===== config.mk =====
export PLATFORM = sky130hd
export DESIGN_NAME = ihp_ram
export DESIGN_NICKNAME = d
export VERILOG_FILES = /design/src/sv/ihp_ram.sv
export SDC_FILE = /design/constraint.sdc
export NUM_CORES = 1
export LEC_CHECK = 0
export ABC_AREA = 1
export BUFFER_PORTS_ARGS = -buffer_cell sky130_fd_sc_hd__buf_2
export CAP_MARGIN = 20
export CELL_PAD_IN_SITES_DETAIL_PLACEMENT = 1
export CELL_PAD_IN_SITES_GLOBAL_PLACEMENT = 2
export CORE_MARGIN = 8
export CORE_UTILIZATION = 36
export CTS_BUF_LIST = sky130_fd_sc_hd__clkbuf_16
export CTS_CLUSTER_DIAMETER = 40
export DETAILED_ROUTE_END_ITERATION = 16
export GPL_TIMING_DRIVEN = 0
export PLACE_DENSITY_LB_ADDON = 0.1
export SYNTH_ARGS = -nofsm -noshare
export SYNTH_HDL_FRONTEND = slang
export SYNTH_SLANG_ARGS = --single-unit

===== constraint.sdc =====
create_clock -name i_clk -period 1.1 [get_ports i_clk]
set_clock_uncertainty 0.15 [all_clocks]
set_input_delay 0.055 -clock i_clk [delete_from_list [all_inputs] [get_ports i_clk]]
set_output_delay 0.055 -clock i_clk [all_outputs]
set_load 0.005 [all_outputs]

===== src/sv/ihp_ram.sv =====
// Generic single-write, single-read RAM with registered read data.
module ihp_ram #(
    parameter int WIDTH = 8,
    parameter int DEPTH = 16,
    localparam int AW = (DEPTH > 1) ? $clog2(DEPTH) : 1
) (
    input  logic             i_clk,
    input  logic             i_we,
    input  logic [AW-1:0]    i_waddr,
    input  logic [WIDTH-1:0] i_wdata,
    input  logic [AW-1:0]    i_raddr,
    output logic [WIDTH-1:0] o_rdata
);

    logic [WIDTH-1:0] r_mem [DEPTH];
    logic [WIDTH-1:0] r_rdata;

    always_ff @(posedge i_clk) begin
        if (i_we) begin
            r_mem[i_waddr] <= i_wdata;
        end
        r_rdata <= r_mem[i_raddr];
    end

    assign o_rdata = r_rdata;

endmodule


# Word level (Yosys, flattened, before mapping)
# Memories as Yosys holds them, arrays and structs flattened. A register that Yosys moved wholly into a read port is not among the register bits.
# Cells that the tools add are included.
# Widths: inputs -> output; s select.
dict set report classes {
  n_addsub 0
  multipliers 0
  div_mod_pow 0
  magnitude_cmp 0
  n_eq_ne 0
  shift 0
  muxes 2
  n_bitwise 0
  reduce_logical 0
}
# cell n
set ops {}
lappend ops {{$mux 1} 2}
dict set report totals {
  regBits 0
  latch_bits 0
  mem_bits_rw 128
  rom_bits 0
  in_bits 18
  elab_cells 3
  mem_count 1
}
# memory words word_bits read_ports rd_ports_with_merged_regs write_ports line_no
set mem_list {}
lappend mem_list {r_mem 16 8 1 1 1 15} ;# logic [WIDTH-1:0] r_mem [DEPTH];

# Depth between registers and ports, before layout
dict set report logic_depth {
  ltp_word 2
  depth_mapped 8
  mapped_depth_nobuf 7
}

# Least setup slack after synthesis
# No wires, ideal clock.
dict set report synth_path {
  path_kind {in2reg}
  from {in i_waddr[3]}
  to {mem r_mem[4][0], enable pin}
  setup_ns 0.370
  arrival_ns 0.636
  path_slack_ns -0.056
  stages 2
  cell_sequence {nand3b_1 nor2_1}
}
# element line_no
set synth_lines {}
lappend synth_lines {{from (decl)} 9} ;# input logic [AW-1:0] i_waddr,
lappend synth_lines {{to (decl)} 15}
# Straight into the memory's write port.

# Final worst setup path
dict set report layout_path {
  from {in i_waddr[3]}
  to {mem r_mem[7][5], enable pin}
}
# Straight into the memory's write port.

==> parameters.txt <==
Parameter                              Value

Floorplan
  Placement Rows    46
  Area of the die    about 20000 um2
  Core box area    about 16000 um2
  Die W    143 um
  DIE HEIGHT    143 um
  Initial standard-cell utilization of the core    36.6%
  Count of pins on the block boundary    26

Worst hold path
  Worst min-delay path class    in -> reg

Global route
  Global routing met2 resource utilization    27.9%
  Total routing usage reported by global routing    17.4%
  GRT overflow    0
  GR Util met3    between 4 and 5%
  Antenna violations before repair    0
  Wire length of the first global-routing pass    25.3 mm
  Met1 capacity usage during global routing    between 20 and 25%
  Vias in the first global route    between 4k and 5k
  Global routing's busiest layer    met2
  Maximum number of pins on one net before global-route repair    17

Pwr
  Power share of the combinational group    8.0%
  Switching fraction of total power    22.6%
  Switch Pwr    2730 uW
  Cell internal pwr    9350 uW
  Pleak    0.00308 uW
  Worst IR Drop VDD    roughly 0.0011 V
  Total power divided by cell area    1670 nW/um2
  Sequential share of power    48.2%
  Share of power burned in the clock network    43.8%

Clock tree
  Clock tree from TritonCTS    yes
  Insertion delay to the later sink of the worst-skew pair    0.42 ns
  CTS Buf Count    17
  Total number of clock tree sinks    136
  Clock Root Buffer    clkbuf_16
  H-tree level count    4
  Bufs on Longest Clock Path    2
  CTS clock-pin slew for the worst setup and hold paths    ~0.050 ns

Synthesis
  Number of instances in the synthesized netlist    551
  Synth cell types    12
  Sequential area share after synthesis    69.4%
  Average size of a mapped cell    around 10 um2
  Mapped Nets    between 500 and 600
  Count of flip-flops with a built-in enable after synthesis    128
  Dominant cell type by area after synthesis    edfxtp_1
  Most instantiated flip-flop cell in the synthesis netlist    edfxtp_1
  Post-Syn Area    5770 um2
  Async S/R FF share, synth    0%
  Commonest cells post-synth    173 x nand2_1, 128 x edfxtp_1, 100 x inv_1, 97 x nand3_1, 17 x nor2_1
  Register bit total from synthesis    136
  Area share of the leading cell type in the synthesized netlist    66.7%
  Most common cell in the netlist    nand2_1
  Synthesis Warnings    0
  Leading cell types by total area after synthesis    edfxtp_1 67%, nand2_1 11%, nand3_1 8.4%, inv_1 6.5%, dfxtp_1 2.8%

Timing
  Hold WS    -0.0144 ns
  Unrepaired setup endpoints after global routing    true
  Normalized max-slew margin    55.7%
  Time the final worst path needs with I/O delays and setup    between 1 and 1.5 ns
  Final max-slew violation count    0
  Fraction of the cycle the final worst path needs    108%
  Final Hold Fails    4
  Number of failing setup endpoints in the final timing report    27
  Worst setup margin    -0.0895 ns
  Slew at the pin with the worst max-slew slack    0.664 ns
  FMAX    841 MHz

Finish
  Utilization after layout    46.0%
  Layout net count    between 600 and 700
  Layout cell share with drive strength beyond 1    28.6%
  Final cell count without fillers    831
  Ant diodes    0
  Layout Area Growth over Synthesis    25.8%

Detailed routing
  Final routed DRC violation total    0
  Overall via count from detail_route    3917
  Count of nets left with antenna violations after detail routing    0
  Number of optimization iterations in the first detailed-route pass    5
  Number of vias per cell    approximately 4.7
  Routed length per placed instance    20.0 um
  Iteration-0 DRC count of the detailed router    302
  Total Routed Length    16.7 mm

Worst setup path
  Kind of end point of the critical path    flop
  Type of the worst setup path    in -> reg
  Worst EP required    1.00 ns
  Endpoint arrival time on the critical path    1.09 ns
  Max Fanout on Critical Path    8
  Setup slack of the worst register-to-register path    -0.02 ns
  Critical Path Start Type    input pin

Placement
  Count of port buffers added during placement    22
  Routability congestion estimate from global placement    0.739
  Post-DP HPWL    11.1 mm
  Total placed cells including tap cells    789

Job
  Max Cap Viol    0

Outcome
  Failing checks    hold timing, setup timing
  Result of the run    finished, violations left
==> worst paths after layout <==
path,start,to,cells past startpoint
worst max-delay path,i_waddr[3],r_mem[7][5],3
worst min-delay path,i_raddr[3],o_rdata[7],3
worst max register to register,r_mem[14][3],o_rdata[3],6
worst min register to register,r_mem[6][4],o_rdata[4],6
==> metal layers <==
metal | share of wire, % | wire (um)
met3 | 4.5 | 748
met1 | 47 | 7910
met2 | 47 | 7830
met4 | 0.98 | 163
met5 | 0 | 0
==> repair_timing <==
action                                 in CTS  in global routing
endpoints found under the hold margin     134                  0
gates resized for setup                    54                 51
setup endpoints to repair                  88                 56
gates cloned                                0                  0
hold buffers                               10                  0
pin swaps                                  12                 19
setup buffers                               0                  0
==> registers in the layout (all words and copies together), names as in the netlist <==
signal	cells
r_mem	128
o_rdata	8
==> cells in the final DEF (no fill, tap or decap), drive strengths merged <==
cell         count
buf             45
bufinv           2
clkbuf          18
clkinv           7
clkinvlp         2
dfxtp            8
dlygate4sd3     10
edfxtp         128
inv            106
nand2          173
nand3           97
nand3b           2
nor2            17
==> kinds of logic after synthesis <==
kind of cell / count (synthesis) / share of synthesized area [%]
buffers and inverters: 126 / 9.52
AND/OR/NAND/NOR: 289 / 21.0
flip-flops: 136 / 69.4
==> through the flow <==
step / setup WS (ns) / hold slack [ns] / setup TNS, ns / instance area, um2 / total power (uW)
detailed placement: -0.751 / 0.290 / -64.03 / 6160 / 6740
CTS: -0.102 / 0.0683 / -1.92 / 7030 / 12100
global route: -0.151 / 0.0118 / -3.60 / 7260 / 12500
finish: -0.0895 / -0.0144 / -1.66 / 7260 / 12100
floorplan: -0.0558 / 0.00387 / -4.76 / 5780 / 6340
global placement: -0.762 / 0.288 / -61.92 / 6160 / 6720
==> critical path: stages <==
cell	delay, ns
buf_2	0.12
nand3b_1	0.31
nor2_2	0.60
==> layout make-up <==
cell class	count	area [um2]
flip-flops and latches	136	4000
clock inverters	15	124
fillers	1744	8510
repair buffers	32	210
inverters	102	383
clock buffers	17	425
well taps	216	270
plain buffers	24	168
multi-input cells	289	1670
==> power by group through the flow <==
stage          Combinational (uW)  Clock, uW  Sequential (uW)
2_1_floorplan                 412          0             5930
3_3_place_gp                  791          0             5930
3_5_place_dp                  802          0             5930
4_1_cts                       906       5380             5830
5_1_grt                      1050       5590             5830
6_report                      962       5300             5830
Power figures use the tool's default switching activity.
